[src/sv/occultation_record_parser_core_assert.svh]
// Assertion macros shared by the parser core modules.
`ifndef OCCULTATION_RECORD_PARSER_CORE_ASSERT_SVH
`define OCCULTATION_RECORD_PARSER_CORE_ASSERT_SVH

// Consequent must hold in the same cycle as the antecedent.
`define ORP_ASSERT_NOW(label, clk, rst, ante, cons, msg) \
  label: assert property (@(posedge clk) disable iff (rst) (ante) |-> (cons)) \
    else $error(msg);

// Consequent must hold in the cycle after the antecedent.
`define ORP_ASSERT_NEXT(label, clk, rst, ante, cons, msg) \
  label: assert property (@(posedge clk) disable iff (rst) (ante) |=> (cons)) \
    else $error(msg);

`endif

[src/sv/orp_pkg.sv]
`timescale 1ns / 1ps

package orp_pkg;

  // File header length in bytes.
  localparam logic [6:0] HEADER_BYTES = 7'd64;

  // Result kinds.
  localparam logic KIND_HEADER = 1'b0;
  localparam logic KIND_TAP    = 1'b1;

  // Register index on the configuration port.
  localparam logic REG_TAP_COUNT      = 1'b0;
  localparam logic REG_AMP_PHASE_MODE = 1'b1;

  typedef enum logic [1:0] {
    ST_TIME,
    ST_PHASE,
    ST_WORD1,
    ST_WORD2
  } orp_stage_t;

  // Parsed item handed from the parse stage to the tap math stage.
  typedef struct packed {
    logic        kind;
    logic [47:0] time_offset;
    logic [39:0] carrier_phase;
    logic [5:0]  tap_index;
    logic        last_tap;
    logic        amp_mode;
    logic [15:0] word_a;
    logic [15:0] word_b;
    logic [17:0] cos_val;
    logic [17:0] sin_val;
  } orp_item_t;

  // round(65536 * sin(k * pi / 128)) for k = 0..64.
  localparam logic [16:0] QUARTER_SIN [0:64] = '{
    17'd0,     17'd1608,  17'd3216,  17'd4821,  17'd6424,  17'd8022,
    17'd9616,  17'd11204, 17'd12785, 17'd14359, 17'd15924, 17'd17479,
    17'd19024, 17'd20557, 17'd22078, 17'd23586, 17'd25080, 17'd26558,
    17'd28020, 17'd29466, 17'd30893, 17'd32303, 17'd33692, 17'd35062,
    17'd36410, 17'd37736, 17'd39040, 17'd40320, 17'd41576, 17'd42806,
    17'd44011, 17'd45190, 17'd46341, 17'd47464, 17'd48559, 17'd49624,
    17'd50660, 17'd51665, 17'd52639, 17'd53581, 17'd54491, 17'd55368,
    17'd56212, 17'd57022, 17'd57798, 17'd58538, 17'd59244, 17'd59914,
    17'd60547, 17'd61145, 17'd61705, 17'd62228, 17'd62714, 17'd63162,
    17'd63572, 17'd63944, 17'd64277, 17'd64571, 17'd64827, 17'd65043,
    17'd65220, 17'd65358, 17'd65457, 17'd65516, 17'd65536
  };

  // Q1.16 sine of angle 2*pi*p/256, folded from the quarter wave.
  function automatic logic signed [17:0] sin_q16(input logic [7:0] p);
    logic [6:0]  idx;
    logic [17:0] mag;
    idx = p[6] ? (7'd64 - {1'b0, p[5:0]}) : {1'b0, p[5:0]};
    mag = {1'b0, QUARTER_SIN[idx]};
    return p[7] ? -$signed(mag) : $signed(mag);
  endfunction

endpackage

[src/sv/occultation_record_parser_core.sv]
`timescale 1ns / 1ps

// Radio-occultation record parser. One file byte is taken per transfer on the
// input channel, at up to one byte per clock cycle; the first 64 bytes (file
// header) are absorbed without results. Each record yields one header result
// (time offset and carrier phase) followed by tap_count tap results, the last
// flagged by last_tap. The byte that completes a result is assembled and looked
// up in the cosine/sine table in the parse stage, which registers the item; the
// tap math stage (amplitude multiply and truncation toward zero when
// amp_phase_mode is set) then loads it into the output register. The input
// stalls only while both stages hold results and the output is stalled. tap_count
// of zero behaves as one. Write tap_count (address 0) and amp_phase_mode
// (address 4) only while the block is idle.
module occultation_record_parser_core (
  input  logic                clk,
  input  logic                rst,
  input  logic                psel,
  input  logic                penable,
  input  logic                pwrite,
  input  logic [2:0]          paddr,
  input  logic [31:0]         pwdata,
  output logic [31:0]         prdata,
  output logic                pready,
  input  logic                in_valid,
  output logic                in_stall,
  input  logic [7:0]          in_byte,
  output logic                out_valid,
  input  logic                out_stall,
  output logic                item_kind,
  output logic [47:0]         time_offset,
  output logic signed [39:0]  carrier_phase,
  output logic [5:0]          tap_index,
  output logic signed [16:0]  i_value,
  output logic signed [16:0]  q_value,
  output logic                last_tap
);

  logic               tap_count_wr;
  logic [5:0]         tap_count;
  logic               amp_phase_mode;
  logic               cfg_wr;
  logic               s1_valid;
  logic               s1_stall;
  orp_pkg::orp_item_t s1_item;

  assign pready = 1'b1;
  assign cfg_wr = psel && penable && pwrite && pready;
  assign tap_count_wr = cfg_wr && (paddr[2] == orp_pkg::REG_TAP_COUNT);

  always_ff @(posedge clk) begin
    if (rst) begin
      tap_count      <= 6'd1;
      amp_phase_mode <= 1'b0;
    end else if (cfg_wr) begin
      if (tap_count_wr) begin
        tap_count <= pwdata[5:0];
      end else begin
        amp_phase_mode <= pwdata[0];
      end
    end
  end

  always_comb begin
    unique case (paddr[2])
      orp_pkg::REG_TAP_COUNT:      prdata = {26'd0, tap_count};
      orp_pkg::REG_AMP_PHASE_MODE: prdata = {31'd0, amp_phase_mode};
      default:                     prdata = '0;
    endcase
  end

  orp_parser u_parser (
    .clk            (clk),
    .rst            (rst),
    .in_valid       (in_valid),
    .in_stall       (in_stall),
    .in_byte        (in_byte),
    .tap_count      (tap_count),
    .amp_phase_mode (amp_phase_mode),
    .s1_valid       (s1_valid),
    .s1_stall       (s1_stall),
    .s1_item        (s1_item)
  );

  orp_tap_math u_tap_math (
    .clk           (clk),
    .rst           (rst),
    .s1_valid      (s1_valid),
    .s1_stall      (s1_stall),
    .s1_item       (s1_item),
    .out_valid     (out_valid),
    .out_stall     (out_stall),
    .item_kind     (item_kind),
    .time_offset   (time_offset),
    .carrier_phase (carrier_phase),
    .tap_index     (tap_index),
    .i_value       (i_value),
    .q_value       (q_value),
    .last_tap      (last_tap)
  );

endmodule

[src/sv/orp_parser.sv]
`timescale 1ns / 1ps

module orp_parser (
  input  logic                clk,
  input  logic                rst,
  input  logic                in_valid,
  output logic                in_stall,
  input  logic [7:0]          in_byte,
  input  logic [5:0]          tap_count,
  input  logic                amp_phase_mode,
  output logic                s1_valid,
  input  logic                s1_stall,
  output orp_pkg::orp_item_t  s1_item
);

  logic [6:0]           hdr_rem;
  orp_pkg::orp_stage_t  stage;
  orp_pkg::orp_stage_t  stage_next;
  logic [2:0]           bif;
  logic [2:0]           bif_next;
  logic [5:0]           tap_cnt;
  logic [5:0]           tap_cnt_next;
  logic [47:0]          asm_sh;
  logic [47:0]          asm_next;
  logic [47:0]          asm_new;
  logic [15:0]          fwh;
  logic [15:0]          fwh_next;
  logic [47:0]          time_hold;
  logic [47:0]          time_hold_next;
  logic                 accept;
  logic                 in_record;
  logic                 field_done;
  logic                 last;
  logic                 emit;
  logic [3:0]           tap_len;
  orp_pkg::orp_item_t   item_next;

  assign in_stall  = s1_valid && s1_stall;
  assign accept    = in_valid && !in_stall;
  assign in_record = (hdr_rem == 7'd0);
  assign tap_len   = amp_phase_mode ? 4'd1 : 4'd2;
  assign last      = ({1'b0, tap_cnt} + 7'd1) >= {1'b0, tap_count};

  // Merge the new byte into its little-endian lane.
  always_comb begin
    asm_new = asm_sh;
    for (int l = 0; l < 6; l++) begin
      if (bif == 3'(l)) begin
        asm_new[8*l +: 8] = asm_sh[8*l +: 8] | in_byte;
      end
    end
  end

  always_comb begin
    unique case (stage)
      orp_pkg::ST_TIME:  field_done = (bif >= 3'd5);
      orp_pkg::ST_PHASE: field_done = (bif >= 3'd4);
      orp_pkg::ST_WORD1: field_done = (bif >= 3'd1);
      orp_pkg::ST_WORD2: field_done = (({1'b0, bif} + 4'd1) >= tap_len);
      default:           field_done = 1'b0;
    endcase
  end

  // Next state
  always_comb begin
    stage_next = stage;
    if (accept && in_record && field_done) begin
      unique case (stage)
        orp_pkg::ST_TIME:  stage_next = orp_pkg::ST_PHASE;
        orp_pkg::ST_PHASE: stage_next = orp_pkg::ST_WORD1;
        orp_pkg::ST_WORD1: stage_next = orp_pkg::ST_WORD2;
        orp_pkg::ST_WORD2: stage_next = last ? orp_pkg::ST_TIME : orp_pkg::ST_WORD1;
        default:           stage_next = orp_pkg::ST_TIME;
      endcase
    end
  end

  // Field assembly and emitted item
  always_comb begin
    bif_next       = bif;
    tap_cnt_next   = tap_cnt;
    asm_next       = asm_sh;
    fwh_next       = fwh;
    time_hold_next = time_hold;
    emit           = 1'b0;
    item_next      = '0;
    if (in_record) begin
      if (field_done) begin
        asm_next = '0;
        bif_next = 3'd0;
      end else begin
        asm_next = asm_new;
        bif_next = bif + 3'd1;
      end
      unique case (stage)
        orp_pkg::ST_TIME: begin
          if (field_done) begin
            time_hold_next = asm_new;
          end
        end
        orp_pkg::ST_PHASE: begin
          if (field_done) begin
            emit                    = 1'b1;
            tap_cnt_next            = 6'd0;
            item_next.kind          = orp_pkg::KIND_HEADER;
            item_next.time_offset   = time_hold;
            item_next.carrier_phase = asm_new[39:0];
          end
        end
        orp_pkg::ST_WORD1: begin
          if (field_done) begin
            fwh_next = asm_new[15:0];
          end
        end
        orp_pkg::ST_WORD2: begin
          if (field_done) begin
            emit               = 1'b1;
            tap_cnt_next       = last ? 6'd0 : tap_cnt + 6'd1;
            item_next.kind     = orp_pkg::KIND_TAP;
            item_next.tap_index = tap_cnt;
            item_next.last_tap = last;
            item_next.amp_mode = amp_phase_mode;
            item_next.word_a   = fwh;
            item_next.word_b   = asm_new[15:0];
            item_next.cos_val  = orp_pkg::sin_q16(asm_new[7:0] + 8'd64);
            item_next.sin_val  = orp_pkg::sin_q16(asm_new[7:0]);
          end
        end
        default: begin
          emit = 1'b0;
        end
      endcase
    end
  end

  always_ff @(posedge clk) begin
    if (rst) begin
      hdr_rem   <= orp_pkg::HEADER_BYTES;
      stage     <= orp_pkg::ST_TIME;
      bif       <= 3'd0;
      tap_cnt   <= 6'd0;
      asm_sh    <= '0;
      fwh       <= '0;
      time_hold <= '0;
      s1_valid  <= 1'b0;
    end else begin
      if (accept) begin
        if (!in_record) begin
          hdr_rem <= hdr_rem - 7'd1;
        end else begin
          stage     <= stage_next;
          bif       <= bif_next;
          tap_cnt   <= tap_cnt_next;
          asm_sh    <= asm_next;
          fwh       <= fwh_next;
          time_hold <= time_hold_next;
        end
      end
      if (!in_stall) begin
        s1_valid <= accept && emit;
      end
    end
  end

  always_ff @(posedge clk) begin
    if (!in_stall) begin
      s1_item <= item_next;
    end
  end

  `include "occultation_record_parser_core_assert.svh"

  `ORP_ASSERT_NOW(a_header_skip_idle, clk, rst, hdr_rem != 7'd0,
    stage == orp_pkg::ST_TIME && bif == 3'd0 && tap_cnt == 6'd0,
    "record state moved inside file header")
  `ORP_ASSERT_NEXT(a_header_no_item, clk, rst, accept && hdr_rem != 7'd0, !s1_valid,
    "item produced from a file header byte")
  `ORP_ASSERT_NOW(a_emit_stage, clk, rst, accept && emit,
    stage == orp_pkg::ST_PHASE || stage == orp_pkg::ST_WORD2,
    "item emitted outside phase or tap field")

endmodule

[src/sv/orp_tap_math.sv]
`timescale 1ns / 1ps

module orp_tap_math (
  input  logic                clk,
  input  logic                rst,
  input  logic                s1_valid,
  output logic                s1_stall,
  input  orp_pkg::orp_item_t  s1_item,
  output logic                out_valid,
  input  logic                out_stall,
  output logic                item_kind,
  output logic [47:0]         time_offset,
  output logic signed [39:0]  carrier_phase,
  output logic [5:0]          tap_index,
  output logic signed [16:0]  i_value,
  output logic signed [16:0]  q_value,
  output logic                last_tap
);

  logic signed [34:0] prod_i;
  logic signed [34:0] prod_q;
  logic signed [34:0] adj_i;
  logic signed [34:0] adj_q;
  logic [16:0]        iv;
  logic [16:0]        qv;
  logic               load;

  assign s1_stall = out_valid && out_stall;
  assign load     = !s1_stall;

  assign prod_i = $signed({1'b0, s1_item.word_a}) * $signed(s1_item.cos_val);
  assign prod_q = $signed({1'b0, s1_item.word_a}) * $signed(s1_item.sin_val);

  // Bias negative products so the shift truncates toward zero.
  assign adj_i = prod_i + (prod_i[34] ? 35'sd65535 : 35'sd0);
  assign adj_q = prod_q + (prod_q[34] ? 35'sd65535 : 35'sd0);

  always_comb begin
    if (s1_item.amp_mode) begin
      iv = adj_i[32:16];
      qv = adj_q[32:16];
    end else begin
      iv = {s1_item.word_a[15], s1_item.word_a};
      qv = {s1_item.word_b[15], s1_item.word_b};
    end
  end

  always_ff @(posedge clk) begin
    if (rst) begin
      out_valid <= 1'b0;
    end else if (load) begin
      out_valid <= s1_valid;
    end
  end

  always_ff @(posedge clk) begin
    if (load) begin
      item_kind <= s1_item.kind;
      if (s1_item.kind == orp_pkg::KIND_TAP) begin
        time_offset   <= '0;
        carrier_phase <= '0;
        tap_index     <= s1_item.tap_index;
        i_value       <= $signed(iv);
        q_value       <= $signed(qv);
        last_tap      <= s1_item.last_tap;
      end else begin
        time_offset   <= s1_item.time_offset;
        carrier_phase <= $signed(s1_item.carrier_phase);
        tap_index     <= '0;
        i_value       <= '0;
        q_value       <= '0;
        last_tap      <= 1'b0;
      end
    end
  end

  `include "occultation_record_parser_core_assert.svh"

  `ORP_ASSERT_NOW(a_header_tap_fields, clk, rst, out_valid && item_kind == orp_pkg::KIND_HEADER, i_value == 17'sd0 && q_value == 17'sd0 && last_tap == 1'b0 && tap_index == 6'd0, "header result carries tap fields")
  `ORP_ASSERT_NOW(a_tap_header_fields, clk, rst, out_valid && item_kind == orp_pkg::KIND_TAP, time_offset == 48'd0 && carrier_phase == 40'sd0, "tap result carries header fields")

endmodule
[config.mk]
export PLATFORM = sky130hd
export DESIGN_NAME = occultation_record_parser_core
export DESIGN_NICKNAME = d
export VERILOG_FILES = /design/src/sv/orp_pkg.sv /design/src/sv/occultation_record_parser_core.sv /design/src/sv/orp_parser.sv /design/src/sv/orp_tap_math.sv
export VERILOG_INCLUDE_DIRS = /design/src /design/src/sv
export SDC_FILE = /design/constraint.sdc
export NUM_CORES = 2
export LEC_CHECK = 0
export ABC_AREA = 1
export BUFFER_PORTS_ARGS = -buffer_cell sky130_fd_sc_hd__buf_4
export CAP_MARGIN = 20
export CORE_ASPECT_RATIO = 2
export CORE_UTILIZATION = 50
export CTS_BUF_LIST = sky130_fd_sc_hd__clkbuf_4 sky130_fd_sc_hd__clkbuf_8 sky130_fd_sc_hd__clkbuf_16
export CTS_CLUSTER_DIAMETER = 60
export CTS_CLUSTER_SIZE = 14
export DETAILED_ROUTE_END_ITERATION = 10
export HOLD_SLACK_MARGIN = 0.12
export PLACE_DENSITY = 0.75
export SLEW_MARGIN = 20
export SYNTH_ARGS = -nofsm -noshare
export SYNTH_HDL_FRONTEND = slang
export SYNTH_SLANG_ARGS = --single-unit
[constraint.sdc]
create_clock -name clk -period 22.2 [get_ports clk]
set_clock_uncertainty 0.15 [all_clocks]
set_input_delay 4.44 -clock clk [delete_from_list [all_inputs] [get_ports clk]]
set_output_delay 4.44 -clock clk [all_outputs]
set_load 0.1 [all_outputs]
== Yosys cells after proc, flatten, opt, wreduce, memory -nomap -nowiden ==
Memory sizes are Yosys's and may differ from the RTL's.
Cells that the tools add are included.

* Register bits after elaboration: 434
* Memory bits (read-only): 4352
* Bits of input ports: 50
* Output and inout bits: 165
* Word-level logic and storage cells: 134
* Memories: 2

* Add/subtract/negate cells: 12
* $mul: 2
* Order comparisons: 7
* Eq/ne operators: 10
* Muxes and demuxes: 33
* Bitwise logic cells: 11
* Reductions and logical operators: 27

{| class="wikitable"
|+ Memory list
! memory !! depth !! bits a word !! read ports !! clocked after memory_dff !! write ports !! line !! text
|-
| (name not given) || 128 || 17 || 1 || 0 || 0 || orp_pkg.sv:57 || <nowiki>mag = {1'b0, QUARTER_SIN[idx]};</nowiki>
|-
| (name not given) || 128 || 17 || 1 || 0 || 0 || orp_pkg.sv:57 ||
|}

{| class="wikitable"
|+ Operator list
! cell !! number
|-
| 17-bit two-way mux || 8
|-
| 17-bit by 18-bit multiplier with 35-bit output || 2
|-
| 33-bit adder || 2
|-
| 32-bit case mux with 2 select lines || 1
|-
| 48-bit two-way mux || 1
|-
| 8-bit two-way mux || 6
|-
| 8-bit OR || 6
|-
| 17-bit negator with 18-bit output || 2
|-
| 16-bit two-way mux || 2
|-
| 6-bit two-way mux || 3
|-
| 8-bit >= comparator, second input constant || 2
|-
| 7-bit inverter with 8-bit output || 2
|-
| 4-bit AND reduction || 4
|-
| 7-bit two-way mux || 2
|-
| 7-bit by 6-bit subtractor with 7-bit output, first input constant || 2
|-
| 6-bit case mux with 2 select lines || 1
|-
| 1-bit logical AND || 9
|-
| 3-bit AND reduction || 3
|-
| 8-bit by 7-bit adder with 8-bit output, second input constant || 1
|-
| 2-bit case mux with 4 select lines || 1
|-
| 2-bit AND reduction || 4
|-
| 6-bit by 1-bit adder with 7-bit output, second input constant || 1
|-
| 7-bit by 6-bit >= comparator with 1-bit output || 1
|-
| 7-bit logical NOT || 1
|-
| 25 further kinds || 35
|}

== Depth between registers and ports, before layout ==
* Word-level depth: 11
* Depth in mapped cells: 44
* Gate-level depth less buffers: 41

== Hierarchy ==
A second synthesis with hierarchy kept.

* Cells, all modules: 6214
* Area, all modules: 47538.1 um^2

{| class="wikitable"
|+ Modules (own cells, without submodules)
! module !! instances !! cells an instance !! area an instance (um^2)
|-
| orp_tap_math || 1 || 4148 || 31300.0
|-
| orp_parser || 1 || 1976 || 15650.0
|-
| occultation_record_parser_core || 1 || 90 || 588.1
|}

== Worst setup path after synthesis ==
OpenSTA, ideal clock, no wires.

* Path kind: input to register
* Start: input out_stall
* End: register u_parser.hdr_rem[6]
* Data arrival time: 14.097 ns
* Required time: 21.927 ns
* Slack: 7.830 ns
* Stages on the path: 11
* Buffers on the path: 0
* Cell sequence: nand2_1 > nor2_1 > inv_1 > nand2_1 > nor2_1 > nand2_1 > or2_2 > nor2_1 > nand2_1 > a21oi_1 > o21ai_0

* Longest elaborated chain between the ends: 5

{| class="wikitable"
|+ RTL lines
! what !! line !! text
|-
| start: declaration || occultation_record_parser_core.sv:28 || <nowiki>input logic out_stall,</nowiki>
|-
| 1-bit logical AND || orp_tap_math.sv:28 || <nowiki>assign s1_stall = out_valid && out_stall;</nowiki>
|-
| 1-bit logical AND || orp_parser.sv:38 || <nowiki>assign in_stall = s1_valid && s1_stall;</nowiki>
|-
| net in_stall || occultation_record_parser_core.sv:25 || <nowiki>output logic in_stall,</nowiki>
|-
| 1-bit logical NOT || orp_parser.sv:39 || <nowiki>assign accept = in_valid && !in_stall;</nowiki>
|-
| 1-bit logical AND || orp_parser.sv:39 ||
|-
| 2-bit AND reduction (no source line) || n/a ||
|-
| end signal: assignment || orp_parser.sv:138 || <nowiki>hdr_rem <= orp_pkg::HEADER_BYTES;</nowiki>
|-
| end signal: assignment || orp_parser.sv:149 || <nowiki>hdr_rem <= hdr_rem - 7'd1;</nowiki>
|-
| end: declaration || orp_parser.sv:16 || <nowiki>logic [6:0] hdr_rem;</nowiki>
|}

The timed path passes the listed nets, and every way through them passes these cells.
A chain may end at the register's enable or synchronous reset.

== Final worst setup path ==
* Start: input out_stall
* End: output in_stall

* Longest elaborated chain between the ends: 2

{| class="wikitable"
|+ RTL lines
! what !! line
|-
| 1-bit logical AND || orp_tap_math.sv:28
|-
| 1-bit logical AND || orp_parser.sv:38
|-
| end: declaration || occultation_record_parser_core.sv:25
|}

No other way between the ends.

==> impl_metrics.json <==
{
  "start_util_pct": 50.6,
  "vias_per_cell": 5.32,
  "path_max_fanout": 51,
  "synthXorXnorAreaFrac_pct": 0.867,
  "diodes": 0,
  "ff2ff_setup_slack_ns": 13.32,
  "tightest_slew_ns": 1.13,
  "multiInputGateArea_um2": 28800,
  "crit_family": "simple AND/OR/NAND/NOR gates",
  "hold_end": "u_parser.asm_sh[38]",
  "yosysMostFrequentCell": "nand2_1",
  "arrival_ns": 5.70,
  "drt_first_pass_iters": 6,
  "final_util_pct": 53.7,
  "worstSetupPathType": "in -> out",
  "cp_cell_sequence": "buf_4 > nand2_4 > nor2_1 > buf_4",
  "slowest_stage": "nor2_1",
  "finalSetupViolCount": 0,
  "startpoint_type": "input pin",
  "synthMuxAreaShare_pct": 0,
  "syn_area_per_cell_um2": 7.60,
  "min_path_cells": 2,
  "finalCritPeriodShare_pct": 46.3,
  "cpPeakStageDelay_ns": 0.43,
  "synth_top_area_share_pct": 24.7,
  "yosysUniqueCellTypes": 61,
  "grt_max_degree": 97,
  "die_area_um2": 96300,
  "min_from": "u_parser.asm_sh[38]",
  "rsz0062_at_grt": "false",
  "ys_seq_area_share_pct": 24.5,
  "layout-drive-gt1-share_pct": 6.11,
  "synth-compound-area-share_pct": 6.51,
  "cpMostUsedCell": "buf_4",
  "wl_mm": 137,
  "dpl.hpwl_mm": 106,
  "synth_commonest_cells": "nand2_1 (1568), inv_1 (1533), fa_1 (586)",
  "worst_hold_path_type": "reg -> reg",
  "syn-cell-area_um2": 47500,
  "reg2reg_depth": 30,
  "drv_slew": 0,
  "hold_viol_final": 0,
  "synthAdderAreaFrac_pct": 30.7,
  "clockBufferDepth": 3,
  "critPathRequiredTime_ns": 17.61,
  "fmax_ghz": 0.0972,
  "synth_seq_cells": 434,
  "ios": 215,
  "post-cts-setup-buffer-count": 0,
  "r2r_end": "u_tap_math.i_value[9]",
  "cp_num_buf_inv": 2,
  "cts-hold-fix-buffers": 0,
  "synth_top_family_by_area": "adder cells",
  "r2r-start": "u_parser.s1_item[35]",
  "drv_cap": 0,
  "wl_per_cell_um": 18.3,
  "worst_setup_path_end_kind": "primary output",
  "synthTopCellsByArea": "fa_1 (25%), edfxtp_1 (19%), nand2_1 (12%), inv_1 (12%), ha_1 (6.0%)",
  "status": "complete, no violations",
  "ys.flop_type": "edfxtp_1",
  "fillerInstances": 8811,
  "fp.dieW_um": 220,
  "worstSkewPairLatency_ns": 0.57,
  "setup-tns-final_ns": 0,
  "async_flop_share_pct": 0,
  "yosysTopAreaCell": "fa_1",
  "postCtsResizedCells": 0,
  "ys_warn_count": 0,
  "num_vias": 39600,
  "grt_pass1_vias": 41200,
  "die_h_um": 438,
  "cts_made_buffers": 36,
  "clkSinkCount": 434,
  "synth-simple-area-share_pct": 22.3,
  "area_growth_syn_to_layout_pct": 6.16,
  "ir_drop_mv": 0.101,
  "fin_crit_ns": 10.29,
  "rows": 159,
  "grt_util_all_layers_pct": 28.9,
  "synth_cells": 6247,
  "power_per_cell_area_nw_per_um2": 37.9,
  "synth_edf_count": 295,
  "tritoncts": "built",
  "gp_congestion": 0.984,
  "clk_pin_slew_ns": 0.07,
  "cts-root-buf": "clkbuf_16",
  "regArea_um2": 11600,
  "p_leak_nw": 27.3,
  "drtAntennaViolNets": 0,
  "htreeDepth": 2,
  "first_iter_violations": 2693,
  "antenna_found_initial": 1,
  "grt_pass1_wl_mm": 215,
  "maxSlewHeadroom_pct": 24.7,
  "grt-ovfl-total": 0,
  "drc_errors": 0,
  "core_um2": 93900,
  "io_buffer_count": 159,
  "finalNetCount": 7085
}
==> routing by layer <==
metal | track usage [%] | routed length (µm)
met1 | 28.7 | 44900
met5 | 0 | 0
met2 | 54.0 | 72600
met3 | 3.45 | 7300
met4 | 21.5 | 11900
==> cell type report <==
type,instances,area share (%)
Sequential cell,434,23.1
Multi-Input combinational cell,3997,57.0
Clock buffer,62,2.17
Timing Repair Buffer,196,2.96
Tap cell,1207,3.00
Clock inverter,3,0.0943
Inverter,1558,11.6
==> logic make-up (layout without fill, tap and decap cells) <==
| kind of cell | after synthesis | in the layout |
|---|---|---|
| xor gates and xnor gates | 47 | 47 |
| buffers and inverters | 1841 | 1819 |
| and+or+nand+nor | 2562 | 2562 |
| adders and majority gates | 812 | 812 |
| other | 2 | 27 |
| AOI/OAI and AO/OA | 549 | 549 |
| DFF | 434 | 434 |
==> worst register-to-register path, delay by kind of cell (launching register included) <==
family	cells	cell delay, ns
buf+inv	7	0.66
fa+ha+maj	8	3.96
flops	1	0.87
compound gates	3	1.19
simple gates	12	1.78
==> per-stage QoR <==
stage / power (mW) / worst slack [ns] / instances / instance area, µm² / hold slack [ns]
final: 1.91 / 11.91 / 7457 / 50400 / 0.305
after global routing: 1.98 / 11.82 / 7457 / 50400 / 0.315
after CTS: 1.91 / 11.89 / 7456 / 50400 / 0.304
after detailed placement: 1.28 / 11.88 / 7391 / 49200 / 0.291
after global placement: 1.28 / 11.90 / 7391 / 49200 / 0.289
after floorplan: 1.19 / 7.83 / 6272 / 47600 / 0.279
==> sequential cells by signal, indices dropped and copies added, names as in the netlist, 2 cells and up <==
name	cells
u_parser.s1_item	165
u_parser.asm_sh	48
u_parser.time_hold	48
u_tap_math.time_offset	48
u_tap_math.carrier_phase	40
u_tap_math.i_value	17
u_tap_math.q_value	17
u_parser.fwh	16
u_parser.hdr_rem	7
tap_count	6
u_parser.tap_cnt	6
u_tap_math.tap_index	6
u_parser.bif	3
u_parser.stage	2
==> report_power, final <==
part	internal [mW]	switching (mW)	total, mW
clock network	0.341	0.297	0.638
registers	0.854	0.00231	0.857
logic	0.104	0.312	0.416
==> how the worst max path moves through the flow <==
| stage | from | endpoint | slack, ns | depth (start not counted) |
|---|---|---|---|---|
| after floorplan | out_stall | u_parser.hdr_rem[6] | 7.83 | 11 |
| after global placement | out_stall | in_stall | 11.90 | 4 |
| after detailed placement | out_stall | in_stall | 11.88 | 4 |
| after CTS | out_stall | in_stall | 11.89 | 4 |
| after global routing | out_stall | in_stall | 11.82 | 4 |
| final | out_stall | in_stall | 11.91 | 4 |
==> cell usage in the layout, fill, tap and decap left out, drive strengths merged, types with 11 or more instances in the layout <==
master	count
a211oi	26
o21bai	24
nand2	1603
dfxtp	139
o21ai	232
a21oi	222
or2	11
xor2	35
fa	586
nor2	561
conb	27
nand3b	25
edfxtp	295
buf	196
inv	1556
nor3	24
ha	226
nand3	276
nand4	56
clkbuf	62
xnor2	12
a21boi	11
Power figures use the tool's default switching activity.
